<file path="config.mk">
export PLATFORM = sky130hd
export DESIGN_NAME = rpc_packet_crc32c_verifier_core
export DESIGN_NICKNAME = d
export VERILOG_FILES = /design/src/rtl/rpcv_pkg.sv /design/src/rtl/rpcv_cfg_regs.sv /design/src/rtl/rpcv_packet_state.sv /design/src/rtl/rpc_packet_crc32c_verifier_core.sv
export SDC_FILE = /design/constraint.sdc
export NUM_CORES = 1
export LEC_CHECK = 0
export BUFFER_PORTS_ARGS = -buffer_cell sky130_fd_sc_hd__clkbuf_2
export CAP_MARGIN = 5
export CORE_MARGIN = 2
export CORE_UTILIZATION = 50
export DETAILED_ROUTE_END_ITERATION = 12
export PLACE_DENSITY = 0.69
export RECOVER_POWER = 50
export SLEW_MARGIN = 20
export SYNTH_ARGS = -nofsm -noshare
export SYNTH_HDL_FRONTEND = slang
export SYNTH_SLANG_ARGS = --single-unit
</file>
<file path="constraint.sdc">
create_clock -name clk -period 8.7 [get_ports clk]
set_clock_uncertainty 0.05 [all_clocks]
set_input_delay 1.305 -clock clk [delete_from_list [all_inputs] [get_ports clk]]
set_output_delay 1.305 -clock clk [all_outputs]
set_load 0.1 [all_outputs]
</file>
<file path="src/rtl/rpcv_pkg.sv">
`default_nettype none

package rpcv_pkg;

    localparam int unsigned HEADER_BYTES = 26;
    localparam int unsigned POS_W = 5;

    localparam logic [POS_W-1:0] POS_FLAGS     = POS_W'(1);
    localparam logic [POS_W-1:0] POS_PROC_END  = POS_W'(10);
    localparam logic [POS_W-1:0] POS_SIZE_END  = POS_W'(14);
    localparam logic [POS_W-1:0] POS_CALL_END  = POS_W'(22);
    localparam logic [POS_W-1:0] POS_HDR_DONE  = POS_W'(HEADER_BYTES);

    localparam logic [31:0] CRC_INIT  = 32'hffff_ffff;
    localparam logic [31:0] COUNT_MAX = 32'hffff_ffff;

    typedef enum logic [2:0] {
        STATUS_OK        = 3'd0,
        STATUS_BAD_OP    = 3'd1,
        STATUS_OVER_MAX  = 3'd2,
        STATUS_LEN_DIFF  = 3'd3,
        STATUS_CRC_BAD   = 3'd4,
        STATUS_SHORT_HDR = 3'd5
    } status_t;

    typedef enum logic [2:0] {
        REG_OP_CALL       = 3'd0,
        REG_OP_PING       = 3'd1,
        REG_OP_DISCONNECT = 3'd2,
        REG_OP_RESPONSE   = 3'd3,
        REG_OP_ERROR      = 3'd4,
        REG_MAX_PAYLOAD   = 3'd5
    } reg_index_t;

    typedef struct packed {
        logic [7:0] data_byte;
        logic       last_byte;
    } byte_item_t;

    typedef struct packed {
        logic [2:0]  status;
        logic [31:0] computed_checksum;
        logic [31:0] stored_checksum;
        logic [7:0]  op_code;
        logic [7:0]  flag_bits;
        logic [63:0] procedure_id;
        logic [31:0] declared_size;
        logic [63:0] call_identifier;
    } result_item_t;

    typedef struct packed {
        logic [7:0]  op_call;
        logic [7:0]  op_ping;
        logic [7:0]  op_disconnect;
        logic [7:0]  op_response;
        logic [7:0]  op_error;
        logic [31:0] max_payload;
    } cfg_t;

    function automatic logic [31:0] crc_nibble(input logic [3:0] n);
        logic [31:0] r;
        case (n)
            4'h0: r = 32'h0000_0000;
            4'h1: r = 32'h105e_c76f;
            4'h2: r = 32'h20bd_8ede;
            4'h3: r = 32'h30e3_49b1;
            4'h4: r = 32'h417b_1dbc;
            4'h5: r = 32'h5125_dad3;
            4'h6: r = 32'h61c6_9362;
            4'h7: r = 32'h7198_540d;
            4'h8: r = 32'h82f6_3b78;
            4'h9: r = 32'h92a8_fc17;
            4'ha: r = 32'ha24b_b5a6;
            4'hb: r = 32'hb215_72c9;
            4'hc: r = 32'hc38d_26c4;
            4'hd: r = 32'hd3d3_e1ab;
            4'he: r = 32'he330_a81a;
            default: r = 32'hf36e_6f75;
        endcase
        return r;
    endfunction

    function automatic logic [31:0] crc32c_byte(input logic [31:0] c, input logic [7:0] b);
        logic [31:0] t;
        t = c ^ {24'd0, b};
        t = (t >> 4) ^ crc_nibble(t[3:0]);
        t = (t >> 4) ^ crc_nibble(t[3:0]);
        return t;
    endfunction

endpackage

`default_nettype wire

</file>
<file path="src/rtl/rpcv_cfg_regs.sv">
`default_nettype none

module rpcv_cfg_regs
    import rpcv_pkg::*;
(
    input  wire logic        clk,
    input  wire logic        rst_n,
    input  wire logic        cfg_wr_en,
    input  wire logic [2:0]  cfg_index,
    input  wire logic [31:0] cfg_data,
    output cfg_t             cfg
);

    cfg_t cfg_reg;
    cfg_t cfg_next;

    always_comb
    begin
        cfg_next = cfg_reg;
        if (cfg_wr_en)
        begin
            case (reg_index_t'(cfg_index))
                REG_OP_CALL:       cfg_next.op_call       = cfg_data[7:0];
                REG_OP_PING:       cfg_next.op_ping       = cfg_data[7:0];
                REG_OP_DISCONNECT: cfg_next.op_disconnect = cfg_data[7:0];
                REG_OP_RESPONSE:   cfg_next.op_response   = cfg_data[7:0];
                REG_OP_ERROR:      cfg_next.op_error      = cfg_data[7:0];
                REG_MAX_PAYLOAD:   cfg_next.max_payload   = cfg_data;
                default:           cfg_next = cfg_reg;
            endcase
        end
    end

    always_ff @(posedge clk or negedge rst_n)
    begin
        if (!rst_n)
        begin
            cfg_reg.op_call       <= 8'd0;
            cfg_reg.op_ping       <= 8'd1;
            cfg_reg.op_disconnect <= 8'd2;
            cfg_reg.op_response   <= 8'd3;
            cfg_reg.op_error      <= 8'd4;
            cfg_reg.max_payload   <= 32'd1048576;
        end
        else
        begin
            cfg_reg <= cfg_next;
        end
    end

    assign cfg = cfg_reg;

endmodule

`default_nettype wire

</file>
<file path="src/rtl/rpcv_packet_state.sv">
`default_nettype none

module rpcv_packet_state
    import rpcv_pkg::*;
(
    input  wire logic        clk,
    input  wire logic        rst_n,
    input  wire logic        step,
    input  wire byte_item_t  item,
    input  wire cfg_t        cfg,
    output result_item_t     result
);

    logic [POS_W-1:0] pos_reg,      pos_next;
    logic [31:0]      crc_reg,      crc_next;
    logic [7:0]       op_reg,       op_next;
    logic [7:0]       flags_reg,    flags_next;
    logic [63:0]      proc_reg,     proc_next;
    logic [31:0]      size_reg,     size_next;
    logic [63:0]      call_reg,     call_next;
    logic [31:0]      csum_reg,     csum_next;
    logic [31:0]      count_reg,    count_next;
    logic [7:0]       fed;
    logic [31:0]      crc_out;
    logic             op_known;
    status_t          st;

    always_comb
    begin
        pos_next   = pos_reg;
        op_next    = op_reg;
        flags_next = flags_reg;
        proc_next  = proc_reg;
        size_next  = size_reg;
        call_next  = call_reg;
        csum_next  = csum_reg;
        count_next = count_reg;
        fed        = item.data_byte;
        if (pos_reg < POS_HDR_DONE)
        begin
            pos_next = pos_reg + POS_W'(1);
            if (pos_reg == '0)
                op_next = item.data_byte;
            else if (pos_reg == POS_FLAGS)
                flags_next = item.data_byte;
            else if (pos_reg < POS_PROC_END)
                proc_next = {proc_reg[55:0], item.data_byte};
            else if (pos_reg < POS_SIZE_END)
                size_next = {size_reg[23:0], item.data_byte};
            else if (pos_reg < POS_CALL_END)
                call_next = {call_reg[55:0], item.data_byte};
            else
            begin
                csum_next = {csum_reg[23:0], item.data_byte};
                fed = 8'd0;
            end
        end
        else if (count_reg != COUNT_MAX)
        begin
            count_next = count_reg + 32'd1;
        end
        crc_next = crc32c_byte(crc_reg, fed);
        crc_out  = ~crc_next;

        op_known = (op_next == cfg.op_call) || (op_next == cfg.op_ping)
                || (op_next == cfg.op_disconnect) || (op_next == cfg.op_response)
                || (op_next == cfg.op_error);

        if (!op_known)
            st = STATUS_BAD_OP;
        else if (size_next > cfg.max_payload)
            st = STATUS_OVER_MAX;
        else if (count_next != size_next)
            st = STATUS_LEN_DIFF;
        else if (crc_out != csum_next)
            st = STATUS_CRC_BAD;
        else
            st = STATUS_OK;

        if (pos_next < POS_HDR_DONE)
        begin
            result        = '0;
            result.status = STATUS_SHORT_HDR;
        end
        else
        begin
            result.status            = st;
            result.computed_checksum = crc_out;
            result.stored_checksum   = csum_next;
            result.op_code           = op_next;
            result.flag_bits         = flags_next;
            result.procedure_id      = proc_next;
            result.declared_size     = size_next;
            result.call_identifier   = call_next;
        end
    end

    always_ff @(posedge clk or negedge rst_n)
    begin
        if (!rst_n)
        begin
            pos_reg   <= '0;
            crc_reg   <= CRC_INIT;
            op_reg    <= '0;
            flags_reg <= '0;
            proc_reg  <= '0;
            size_reg  <= '0;
            call_reg  <= '0;
            csum_reg  <= '0;
            count_reg <= '0;
        end
        else if (step)
        begin
            if (item.last_byte)
            begin
                pos_reg   <= '0;
                crc_reg   <= CRC_INIT;
                op_reg    <= '0;
                flags_reg <= '0;
                proc_reg  <= '0;
                size_reg  <= '0;
                call_reg  <= '0;
                csum_reg  <= '0;
                count_reg <= '0;
            end
            else
            begin
                pos_reg   <= pos_next;
                crc_reg   <= crc_next;
                op_reg    <= op_next;
                flags_reg <= flags_next;
                proc_reg  <= proc_next;
                size_reg  <= size_next;
                call_reg  <= call_next;
                csum_reg  <= csum_next;
                count_reg <= count_next;
            end
        end
    end

endmodule

`default_nettype wire

</file>
<file path="src/rtl/rpc_packet_crc32c_verifier_core.sv">
`default_nettype none

// Checks a packet that arrives one byte per item on the byte channel. The first
// 26 bytes are the big-endian header; the rest is payload. A CRC-32C runs over
// the header, with its checksum bytes taken as zero, and over the payload.
// On the item that carries last_byte, one result item leaves on the result
// channel with the decoded header, the computed checksum and a status.
// The configuration port sets the five known op codes and the largest allowed
// payload size; the user must write it only while no packet is in flight, as the block itself does not enforce this.
// A byte is registered in in_item_reg at acceptance and processed from there;
// the result of the last byte is registered in res_item_reg, with result_valid
// raised from res_valid_reg.
// One byte is taken in every cycle unless byte_stall holds the channel; the
// byte-wide CRC update and header capture are combinational.
// When the receiver stalls, the result is held in the output register and the
// byte channel keeps flowing until a second last byte would need that register.
// Reset clears the packet state and restores the register defaults.
module rpc_packet_crc32c_verifier_core
    import rpcv_pkg::*;
(
    input  wire logic        clk,
    input  wire logic        rst_n,
    input  wire logic        byte_valid,
    output logic             byte_stall,
    input  wire byte_item_t  byte_item,
    output logic             result_valid,
    input  wire logic        result_stall,
    output result_item_t     result_item,
    input  wire logic        cfg_wr_en,
    input  wire logic [2:0]  cfg_index,
    input  wire logic [31:0] cfg_data
);

    cfg_t         cfg;
    logic         in_valid_reg;
    byte_item_t   in_item_reg;
    logic         advance;
    logic         res_valid_reg;
    result_item_t res_item_reg;
    result_item_t res_comb;

    rpcv_cfg_regs u_cfg (
        .clk       (clk),
        .rst_n     (rst_n),
        .cfg_wr_en (cfg_wr_en),
        .cfg_index (cfg_index),
        .cfg_data  (cfg_data),
        .cfg       (cfg)
    );

    assign advance = in_valid_reg
                  && (!in_item_reg.last_byte || !res_valid_reg || !result_stall);
    assign byte_stall = in_valid_reg && !advance;

    rpcv_packet_state u_state (
        .clk    (clk),
        .rst_n  (rst_n),
        .step   (advance),
        .item   (in_item_reg),
        .cfg    (cfg),
        .result (res_comb)
    );

    always_ff @(posedge clk or negedge rst_n)
    begin
        if (!rst_n)
        begin
            in_valid_reg <= 1'b0;
        end
        else if (!byte_stall)
        begin
            in_valid_reg <= byte_valid;
        end
    end

    always_ff @(posedge clk)
    begin
        if (!byte_stall && byte_valid)
        begin
            in_item_reg <= byte_item;
        end
    end

    always_ff @(posedge clk or negedge rst_n)
    begin
        if (!rst_n)
        begin
            res_valid_reg <= 1'b0;
        end
        else if (advance && in_item_reg.last_byte)
        begin
            res_valid_reg <= 1'b1;
        end
        else if (!result_stall)
        begin
            res_valid_reg <= 1'b0;
        end
    end

    always_ff @(posedge clk)
    begin
        if (advance && in_item_reg.last_byte)
        begin
            res_item_reg <= res_comb;
        end
    end

    assign result_valid = res_valid_reg;
    assign result_item  = res_item_reg;

    a_no_overwrite: assert property (@(posedge clk) disable iff (!rst_n)
        in_valid_reg && in_item_reg.last_byte && res_valid_reg && result_stall
        |-> byte_stall)
        else $error("Held result would be overwritten by a new packet end.");

    a_short_zero: assert property (@(posedge clk) disable iff (!rst_n)
        res_valid_reg && (res_item_reg.status == STATUS_SHORT_HDR)
        |-> (res_item_reg.computed_checksum == '0) && (res_item_reg.op_code == '0))
        else $error("Short header result carries nonzero fields.");

    a_ok_match: assert property (@(posedge clk) disable iff (!rst_n)
        res_valid_reg && (res_item_reg.status == STATUS_OK)
        |-> (res_item_reg.computed_checksum == res_item_reg.stored_checksum))
        else $error("Result reported ok with mismatched checksums.");

endmodule

`default_nettype wire
</file>
### Word-level counts from Yosys, hierarchy flattened

Memory sizes are Yosys's and may differ from the RTL's.
Index checks and enable logic that the tools add are counted.

| storage, ports and cells | value |
|---|---|
| flip-flop bits (word level) | 603 |
| bits in read-only memories | 960 |
| bits of input ports | 49 |
| output and inout port bits | 245 |
| logic and storage cells | 132 |
| memories kept | 2 |

| operators by class | value |
|---|---|
| $add $sub $neg | 2 |
| magnitude comparators | 6 |
| equal/unequal tests | 15 |
| muxes and demuxes | 50 |
| bitwise gates (word level) | 5 |
| reductions and logical operators | 24 |

Memory list:

| name | words | width | rd ports | clocked after Yosys merged registers in | write ports | RTL line | RTL |
|---|---|---|---|---|---|---|---|
| (name not given) | 16 | 30 | 1 | 0 | 0 | rpcv_pkg.sv:62 | `case (n)` |
| (name not given) | 16 | 30 | 1 | 0 | 0 | rpcv_pkg.sv:62 |  |

Operator list:

| operator | number |
|---|---|
| 2-to-1 mux 64 bit | 12 |
| 2-to-1 mux 32 bit | 17 |
| 2-to-1 mux 8 bit | 13 |
| inequality test 32 bit | 2 |
| XOR 28 x 32 -> 32 bit | 2 |
| == test 8 bit | 5 |
| adder 32 x 1 -> 32 bit (second input constant) | 1 |
| greater-than comparator 32 bit | 1 |
| inequality test 32 bit (second input constant) | 1 |
| NOT 32 bit | 1 |
| XOR 32 x 8 -> 32 bit | 1 |
| < comparator 5 bit (second input constant) | 3 |
| 2-to-1 mux 3 bit | 4 |
| AND reduction 2 bit | 6 |
| < comparator 5 x 4 -> 1 bit (second input constant) | 2 |
| 2-to-1 mux 5 bit | 2 |
| == test 3 x 2 -> 1 bit (second input constant) | 2 |
| == test 3 bit (second input constant) | 2 |
| logical OR 1 bit | 6 |
| adder 5 x 1 -> 5 bit (second input constant) | 1 |
| == test 5 x 1 -> 1 bit (second input constant) | 1 |
| logical NOT 1 bit | 5 |
| logical NOT 5 bit | 1 |
| logical AND 1 bit | 4 |
| 6 further kinds | 7 |

### Longest topological paths before layout

Gate-level depths: netlist of the first run.
An unclocked memory read counts as a cell.

| depth | value |
|---|---|
| word-level depth | 18 |
| mapped depth | 18 |
| gate-level depth less buffers | 15 |

### Cells and area by module

A second synthesis of the first run with hierarchy kept.

| unflattened totals | value |
|---|---|
| cells, all modules | 2512 |
| area total of the unflattened synthesis | 28598.7 um^2 |

By module, submodules not included:

| module | times used | cells an instance | area each (um^2) | sequential area each (um^2) |
|---|---|---|---|---|
| rpcv_packet_state | 1 | 2091 | 18200.0 | 6971.7 |
| rpc_packet_crc32c_verifier_core | 1 | 264 | 7672.4 | 7617.3 |
| rpcv_cfg_regs | 1 | 157 | 2726.4 | 1809.2 |

### Worst setup path before layout of the first run

No wires, ideal clock.

| timing path | value |
|---|---|
| path type | input to register |
| start | in result_stall |
| end | reg res_item_reg (netlist bit result_item[0]), enable pin |
| library setup time | 0.638 ns |
| data arrival time | 7.056 ns |
| data required time | 8.012 ns |
| setup slack | 0.956 ns |
| stages on the path | 2 |
| path buffers | 0 |
| cells stage by stage | nand3_1 > and3_1 |

| on the way | value |
|---|---|
| cells in the longest elaborated chain, start to end | 4 |

Ends and longest elaborated chain:

| what | RTL line | RTL |
|---|---|---|
| start, declared | rpc_packet_crc32c_verifier_core.sv:27 | `input wire logic result_stall,` |
| logical NOT 1 bit | -- |  |
| logical OR 1 bit | rpc_packet_crc32c_verifier_core.sv:52 | `&& (!in_item_reg.last_byte \|\| !res_valid_reg \|\| !result_stall);` |
| logical AND 1 bit | rpc_packet_crc32c_verifier_core.sv:52 |  |
| logical AND 1 bit | rpc_packet_crc32c_verifier_core.sv:102 | `if (advance && in_item_reg.last_byte)` |
| end signal, assigned | rpc_packet_crc32c_verifier_core.sv:104 | `res_item_reg <= res_comb;` |
| end, declared | rpc_packet_crc32c_verifier_core.sv:39 | `result_item_t res_item_reg;` |

Every way passes these cells.
A chain may end at the register's enable or synchronous reset.

### Worst setup path after layout of the first run

| timing path | value |
|---|---|
| start | reg in_item_reg[0] (netlist bit) |
| end | out byte_stall |

| on the way | value |
|---|---|
| cells in the longest elaborated chain, start to end | 6 |

Ends and longest elaborated chain:

| what | RTL line | RTL |
|---|---|---|
| start, declared | rpc_packet_crc32c_verifier_core.sv:36 | `byte_item_t in_item_reg;` |
| start signal, assigned | rpc_packet_crc32c_verifier_core.sv:80 | `in_item_reg <= byte_item;` |
| logical NOT 1 bit | rpc_packet_crc32c_verifier_core.sv:52 |  |
| logical OR 1 bit (2 in series) | rpc_packet_crc32c_verifier_core.sv:52 |  |
| logical AND 1 bit | rpc_packet_crc32c_verifier_core.sv:52 |  |
| logical NOT 1 bit | rpc_packet_crc32c_verifier_core.sv:53 | `assign byte_stall = in_valid_reg && !advance;` |
| logical AND 1 bit | rpc_packet_crc32c_verifier_core.sv:53 |  |
| end, declared | rpc_packet_crc32c_verifier_core.sv:24 | `output logic byte_stall,` |

Every way passes these cells.

==> metrics.md, run 1 <==
| Metric | Value |
|---|---|
| DP HPWL | `53,300 um` |
| Core area | `a little under 60,000 um^2` |
| EDFF count, synth | `252` |
| WP depth | `5` |
| Global route overflow | `0` |
| Number of DRC markers in iteration 0 | `1,962` |
| Gr usage total | `0.266` |
| Remaining antenna violation count | `0` |
| CTS tree | `done` |
| CP max FO | `72` |
| # Max-Cap Violations | `5` |
| Mapped Nets | `between 2,000 and 3,000` |
| Yosys warns | `0` |
| Area growth, synth to finish | `13.9%` |
| Final setup TNS | `0 ns` |
| Gpl congestion | `0.933` |
| CP Launch Type | `register` |
| Initial Utilization | `0.506` |
| Period minus WS final | `between 5 and 6 ns` |
| Average wire per standard cell | `between 20 and 25 um` |
| Peak Freq | `167 MHz` |
| Slew margin rel. | `-1.34` |
| RSZ-0062 raised after global routing | `no` |
| Fin crit share | `0.687` |
| Clock tree buffer depth | `3` |
| Diode count | `0` |
| Hold_buf cts | `0` |
| VDD IR max | `between 0.2 and 0.25 mV` |
| Final setup viols | `0` |
| P_leak | `13.1 nW` |
| Synth Area per Inst | `10.8 um^2` |
| Sequential fraction of the synthesis area | `0.561` |
| Pwr per Cell Area | `300 nW/um^2` |
| Placed Cells | `3,641` |
| Die Y | `~250 um` |
| Slew @ Worst Pin | `3.51 ns` |
| Worst Setup End Kind | `output pin` |
| Root buffer cell | `clkbuf_16` |
| Port bufs | `293` |
| Post-CTS setup buffers | `0` |
| Non-filler cells, final | `between 3,000 and 4,000` |
| Slowest stage cell, crit path | `clkbuf_1` |
| Clk_lat worst skew | `0.61 ns` |
| Final Max Tran Viols | `265` |
| FP Rows | `88` |
| Worst R2R Path Depth | `7` |
| # DRC | `0` |
| Final #Nets | `3,033` |
| Largest net degree at the start of global routing | `172` |
| Initial antenna violation count | `0` |
| TritonCTS Buffers | `68` |
| Vias per cell | `between 5 and 6` |
| Yosys cell types | `82` |
| Wire length of the first global-routing pass | `between 100,000 and 150,000 um` |
| Post-CTS sizing | `0` |
| Clock transition at path regs | `0.06 ns` |
| Family with the most delay on the worst path | `buffers and inverters` |
| Ratio of cells with drive above 1 in the final layout | `0.126` |
| Crit path DAT | `4.62 ns` |
| FF+latch count, synth | `603` |
| Max reg flops | `243` |
| CP bufs+invs | `4` |
| Most common flop cell mapped by yosys | `dfrtp_1` |
| WS Path Type | `register to output pin` |
| Worst-path cell chain | `buf_4 > clkbuf_1 > nand4_1 > inv_1 > clkbuf_2` |
| Worst Hold Class | `register to register` |
| Gate count of the mapped netlist | `2,719` |
| Vias in the first global route | `21,400` |
| Hold Crit Depth | `1` |
| Violated checks | `capacitance limit, slew limit` |
| Io pins | `about 300` |
| Worst path max stage delay | `2.22 ns` |
| Status | `finished, violations left` |
| H-tree Lvls | `3` |
| DR vias | `22,000` |
| Die area | `60,400 um^2` |
| Asr flop ratio synth | `0.582` |
| WL final | `81,000 um` |
| Clock sink count | `603` |
| Fin. Hold Viols | `0` |
| Post-synthesis cell area | `29,200 um^2` |
| DR pass1 iterations | `5` |
| Worst endpoint required time | `7.34 ns` |
| DIE WIDTH | `246 um` |
==> synth_stat cells, drive strengths merged, types with 7 or more instances <==
| cell | count | area, um^2 |
|---|---|---|
| nand2 | 465 | 1750 |
| dfrtp | 313 | 7830 |
| edfxtp | 252 | 7570 |
| a21oi | 191 | 956 |
| o21ai | 173 | 866 |
| nor2 | 167 | 634 |
| clkbuf | 141 | 529 |
| xnor2 | 137 | 1260 |
| a22o | 94 | 823 |
| mux2 | 77 | 867 |
| xor2 | 77 | 708 |
| inv | 73 | 274 |
| a21boi | 67 | 503 |
| mux2i | 66 | 661 |
| dfstp | 38 | 998 |
| ha | 38 | 475 |
| nand3 | 38 | 195 |
| buf | 34 | 175 |
| nor3 | 28 | 155 |
| nand4 | 26 | 163 |
| nor4 | 21 | 131 |
| o22a | 21 | 184 |
| and2 | 19 | 119 |
| and3 | 15 | 93.8 |
| a31oi | 12 | 75.1 |
| a21o | 11 | 82.6 |
| nor3b | 9 | 78.8 |
| o22ai | 8 | 50.1 |
| xnor3 | 8 | 181 |
| a211oi | 7 | 52.6 |
| and4 | 7 | 66.3 |
| nor2b | 7 | 43.8 |
==> cells in the final DEF (no fill, tap or decap), types with 33 or more instances in the layout <==
cell	n
dfrtp_1	313
ha_1	38
o21ai_0	169
xnor2_1	129
a22o_1	94
buf_4	33
a21oi_1	191
edfxtp_1	252
a21boi_0	67
clkbuf_2	81
inv_1	71
nand2_1	464
dfstp_2	38
clkbuf_1	231
nor2_1	162
mux2i_1	65
xor2_1	74
mux2_2	77
clkbuf_16	70
nand3_1	37
==> per-layer routing <==
metal / track usage / wire (um) / vias to the layer above
met5: 0 / 0 / -
met4: 0.0824 / 1910 / 0
met3: 0.0487 / 6610 / 124
met2: 0.402 / 36500 / 937
met1: 0.390 / 36000 / 10900
li1: - / - / 10000
==> layout make-up <==
type                            count  area, um^2
Fill cell                        4935       24500
Multi-Input combinational cell   1868       11900
Clock buffer                       89        1860
Timing Repair Buffer              332        1500
Tap cell                          765         957
Inverter                           73         274
Clock inverter                     36         363
Sequential cell                   603       16400
==> worst register-to-register path, cell delays in order, from the launching register on <==
cell	delay, ns
edfxtp_1	0.33
buf_4	0.35
clkbuf_1	2.24
nand2b_2	0.48
buf_4	0.69
nor2_1	0.45
buf_4	0.38
a22o_1	0.27
==> path summary, 6_finish.rpt <==
| kind | start | end | slack [ns] |
|---|---|---|---|
| worst min-delay path | u_state.proc_reg[63] | u_state.proc_reg[63] | 0.43 |
| worst max register to register | in_item_reg[0] | u_state.csum_reg[12] | 3.36 |
| worst max-delay path | in_item_reg[0] | byte_stall | 2.72 |
| min in group asynchronous | rst_n | u_cfg.cfg[45] | 1.65 |
| worst min register to register | u_state.proc_reg[63] | u_state.proc_reg[63] | 0.43 |
| max in group asynchronous | rst_n | u_cfg.cfg[28] | 4.70 |
==> where the power goes <==
group | internal [mW] | total [mW] | switching (mW)
Combinational | 1.24 | 3.46 | 2.23
Sequential | 3.34 | 3.65 | 0.313
Clock | 1.68 | 2.86 | 1.19
Total | 6.25 | 9.98 | 3.73
==> cells by family after synthesis <==
group,Yosys count,share of synthesized area
compound gates,634,0.138
fa+ha+maj,38,0.0163
mux,143,0.0522
xor+xnor,223,0.0743
buf+inv,248,0.0335
simple gates,830,0.125
flops,603,0.561
==> metrics by stage <==
stage / cell area [um^2] / util / total power [mW] / setup WS (ns) / hold slack [ns]
floorplan: 29200 / - / 6.20 / 0.956 / 0.399
global placement: 31400 / 0.543 / 7.07 / 3.57 / 0.411
detailed placement: 31400 / 0.543 / 7.13 / 3.60 / 0.416
CTS: 33600 / 0.581 / 10.0 / 3.55 / 0.430
global route: 33300 / 0.576 / 10.4 / 2.25 / 0.443
finish: 33300 / 0.576 / 9.98 / 2.72 / 0.434
Note: power is estimated with default switching activity, not from simulation.
==> run 2, diff against run 1 <==
- ABC_AREA: not set -> 1
- clock period: 8.7 -> 5.59 ns (I/O delays scaled with it)
==> run 2 against run 1 <==
  * The flow still finishes with violations (capacitance limit, slew limit)
  * Non-clock buffer count up 1
  * Register-to-register slack got worse by 2.4 ns
  * Highest routed layer unchanged
  * Worst hold slack got worse by 0.30 ns
  * Core utilization rose by 0.32 points
  * Clock-buffer cell count decreased by 13
  * Flip-flop and latch count is the same
  * Power is 46% higher
  * Sequential power increased by 50%
  * Critical path depth up 5
  * Cell area down 1.5%
  * Worst setup slack worse by 1.8 ns
  * Clock power increased by 51%
==> metrics.md, run 2 <==
| Metric | Value |
|---|---|
| Fin worst setup slack | `0.920 ns (was 2.72 ns)` |
| CP max FO | `33 (was 72)` |
| Xor and xnor fraction of the mapped netlist area | `0.0362 (was 0.0743)` |
| Initial antenna violation count | `1 (was 0)` |
| Clock tree buffer depth | `3 (unchanged)` |
| Slew margin rel. | `-0.998 (was -1.34)` |
| Status | `finished, violations left (unchanged)` |
| Crit path DAT | `4.99 ns (was 4.62 ns)` |
| EDFF count, synth | `252 (unchanged)` |
| Slew @ Worst Pin | `3.00 ns (was 3.51 ns)` |
| Placed Cells | `4,106 (was 3,641)` |
| FP Rows | `87 (was 88)` |
| Die area | `59,500 um^2 (was 60,400 um^2)` |
| Post-synthesis cell area | `28,800 um^2 (was 29,200 um^2)` |
| Gate count of the mapped netlist | `3,175 (was 2,719)` |
| Yosys top cell by area | `dfrtp_1 (unchanged)` |
| Non-filler cells, final | `4,221 (was 3,766)` |
| H-tree Lvls | `2 (was 3)` |
| DR vias | `22,700 (was 22,000)` |
| Synth Area in Compound Gates | `0.119 (was 0.138)` |
| Asr flop ratio synth | `0.582 (unchanged)` |
| Synth Area in Simple Gates | `0.181 (was 0.125)` |
| Largest family of logic cells by synthesized area | `simple AND/OR/NAND/NOR gates (was compound AO/OA/AOI/OAI gates)` |
| CP Launch Type | `register (unchanged)` |
| Largest net degree at the start of global routing | `140 (was 172)` |
| # DRC | `0 (unchanged)` |
| Top-count cell post-synth | `nand2_1 (unchanged)` |
| Clock share of power | `0.296 (was 0.287)` |
| Pre-CTS WS | `1.25 ns (was 3.60 ns)` |
| Number of DRC markers in iteration 0 | `1,956 (was 1,962)` |
| Core area | `56,600 um^2 (was 57,800 um^2)` |
| DIE WIDTH | `244 um (was 246 um)` |
| Top post-synthesis cells by area | `dfrtp_1 27%, edfxtp_1 26%, nand2_1 8.1% (was dfrtp_1 27%, edfxtp_1 26%, nand2_1 6.0%)` |
| DP HPWL | `53,600 um (was 53,300 um)` |
| TritonCTS Buffers | `61 (was 68)` |
| Yosys cell types | `42 (was 82)` |
| Net switching fraction of the power | `0.384 (was 0.374)` |
| Initial Utilization | `0.508 (was 0.506)` |
| Internal power | `9.00 mW (was 6.25 mW)` |
| Most common flop cell mapped by yosys | `dfrtp_1 (unchanged)` |
| Post-synthesis mux area share | `0 (was 0.0522)` |
| Average wire per standard cell | `18.6 um (was 21.5 um)` |
| Post-CTS sizing | `0 (unchanged)` |
| P_leak | `14.5 nW (was 13.1 nW)` |
| Psw | `5.60 mW (was 3.73 mW)` |
| Clock sink count | `603 (unchanged)` |
| Mapped Nets | `3,262 (was 2,806)` |
| Violated checks | `capacitance limit, slew limit (unchanged)` |
| Gpl congestion | `0.958 (was 0.933)` |
| Sequential fraction of the synthesis area | `0.570 (was 0.561)` |
| Gr usage total | `0.262 (was 0.266)` |
| Port bufs | `293 (unchanged)` |
| Peak Freq | `214 MHz` |
| RR Startpoint | `u_state.pos_reg[4] (was in_item_reg[0])` |
| Die Y | `244 um (was 246 um)` |
| Final setup viols | `0 (unchanged)` |
| Io pins | `294 (unchanged)` |
| Wire length of the first global-routing pass | `121,000 um (was 125,000 um)` |
| Fin crit share | `0.835` |
| Clock transition at path regs | `0.06 ns (about the same)` |
| Root buffer cell | `clkbuf_16 (unchanged)` |
| Flop pwr share | `0.374 (was 0.366)` |
| Most common cell after layout, fill and taps aside | `nand2_1 (unchanged)` |
| Final setup TNS | `0 ns (unchanged)` |
| VDD IR max | `0.295 mV (was 0.227 mV)` |
| Pwr per Cell Area | `445 nW/um^2 (was 300 nW/um^2)` |
| Final #Nets | `3,500 (was 3,033)` |
| Most frequent cells in the layout | `621 x nand2_1, 407 x inv_1, 335 x nor2_1, 317 x o21ai_0, 312 x dfrtp_1 (was 464 x nand2_1, 313 x dfrtp_1, 252 x edfxtp_1, 231 x clkbuf_1, 191 x a21oi_1)` |
| Vias per cell | `5.38 (was 5.84)` |
| RSZ-0062 raised after global routing | `no (unchanged)` |
| Post-synth top area share | `0.272 (was 0.268)` |
| Worst R2R Setup Slack | `0.92 ns (was 3.36 ns)` |
| Yosys warns | `0 (unchanged)` |
| Max reg flops | `243 (unchanged)` |
| Total design power | `14.6 mW (was 9.98 mW)` |
| Fin. Hold Viols | `0 (unchanged)` |
| Vias in the first global route | `21,400 (about the same)` |
| DR pass1 iterations | `5 (unchanged)` |
| FF+latch count, synth | `603 (unchanged)` |
| Global route overflow | `0 (unchanged)` |
| Ratio of cells with drive above 1 in the final layout | `0.0855 (was 0.126)` |
| Final Max Tran Viols | `445 (was 265)` |
| CTS tree | `done (unchanged)` |
| Remaining antenna violation count | `0 (unchanged)` |
| Synth Area per Inst | `9.06 um^2 (was 10.8 um^2)` |
| Worst endpoint required time | `5.91 ns (was 7.34 ns)` |
| Comb power frac | `0.330 (was 0.347)` |
| Top cells by count, synth | `622 x nand2_1, 409 x inv_1, 335 x nor2_1 (was 465 x nand2_1, 313 x dfrtp_1, 252 x edfxtp_1)` |
| WS Path Type | `register to register (was register to output pin)` |
| Hold_buf cts | `0 (unchanged)` |
| WL final | `78,700 um (was 81,000 um)` |
| Post-CTS setup buffers | `0 (unchanged)` |
| # Max-Cap Violations | `6 (was 5)` |
| Startpoint of the worst setup timing path | `u_state.pos_reg[4] (was in_item_reg[0])` |
| Synth Area in Adders | `0.0165 (was 0.0163)` |
| Worst Hold Class | `primary input to asynchronous set/reset pin (was register to register)` |
| Period minus WS final | `4.67 ns` |
| Clk_lat worst skew | `0.66 ns (was 0.61 ns)` |
| Area growth, synth to finish | `14.0% (was 13.9%)` |
| Worst Setup End Kind | `register (was output pin)` |
run 2: cell types whose count changed in the layout (fill, tap and decap cells not counted), sizes merged, moves of 67 or more:
cell | before | now
nor2 | 167 | 335
o22ai | 8 | 236
a21boi | 67 | 0
a22o | 94 | 0
inv | 77 | 414
mux2 | 77 | 0
xnor2 | 137 | 27
nand3 | 38 | 140
a21oi | 191 | 41
nand2 | 465 | 675
o21ai | 173 | 329
run 2: layout make-up:
type                            count  area, um^2
Fill cell                        5196       23800
Sequential cell                   603       16400
Multi-Input combinational cell   1998       10200
Clock buffer                       76        1620
Inverter                          416        1580
Timing Repair Buffer              333        1550
Tap cell                          756         946
Clock inverter                     38         510
Antenna cell                        1        2.50
run 2: critical path, cell delays in order (launching register included):
cell	delay, ns
dfrtp_1	0.45
inv_1	0.15
nor2_1	1.24
clkbuf_1	0.93
o21ai_0	0.38
or2_2	0.37
a21oi_1	0.14
nand2_1	0.08
nor2_1	0.13
nand3_1	0.21
o21a_1	0.23
run 2: per-stage QoR:
stage               area, um^2  utilization  hold WS, ns
floorplan                28800            -        0.398
global placement         31000        0.548        0.410
detailed placement       31000        0.548        0.418
CTS                      33200        0.586        0.185
global route             32800        0.579        0.190
finish                   32800        0.579        0.131
run 2: final timing paths:
kind,to,depth (start not counted)
worst min register to register,u_state.csum_reg[28],2
min in group clk,in_item_reg[5],1
worst max-delay path,result_item[241],10
max in group asynchronous,u_state.size_reg[27],2
worst max register to register,result_item[241],10
worst min-delay path,u_cfg.cfg[18],1
run 2: power groups by stage:
stage | Sequential [mW] | Combinational, mW | Clock (mW)
4_1_cts | 5.46 | 4.79 | 4.39
5_1_grt | 5.51 | 5.34 | 4.58
3_5_place_dp | 5.54 | 4.76 | 0
6_report | 5.46 | 4.81 | 4.32
3_3_place_gp | 5.53 | 4.70 | 0
2_1_floorplan | 5.96 | 3.13 | 0
run 2: per-layer routing:
layer / part of all wire / GRT usage / vias up
li1: - / - / 11000
met1: 0.45 / 0.380 / 10900
met2: 0.45 / 0.404 / 685
met3: 0.064 / 0.0387 / 137
met4: 0.033 / 0.0925 / 0
met5: 0 / 0 / -
run 2: cell families (layout without fill, tap and decap cells):
group | Yosys count | in the layout
buf+inv | 574 | 863
fa+ha+maj | 38 | 38
xor+xnor | 116 | 116
flops | 603 | 603
simple gates | 1226 | 1226
compound gates | 618 | 618
other cells | 0 | 1
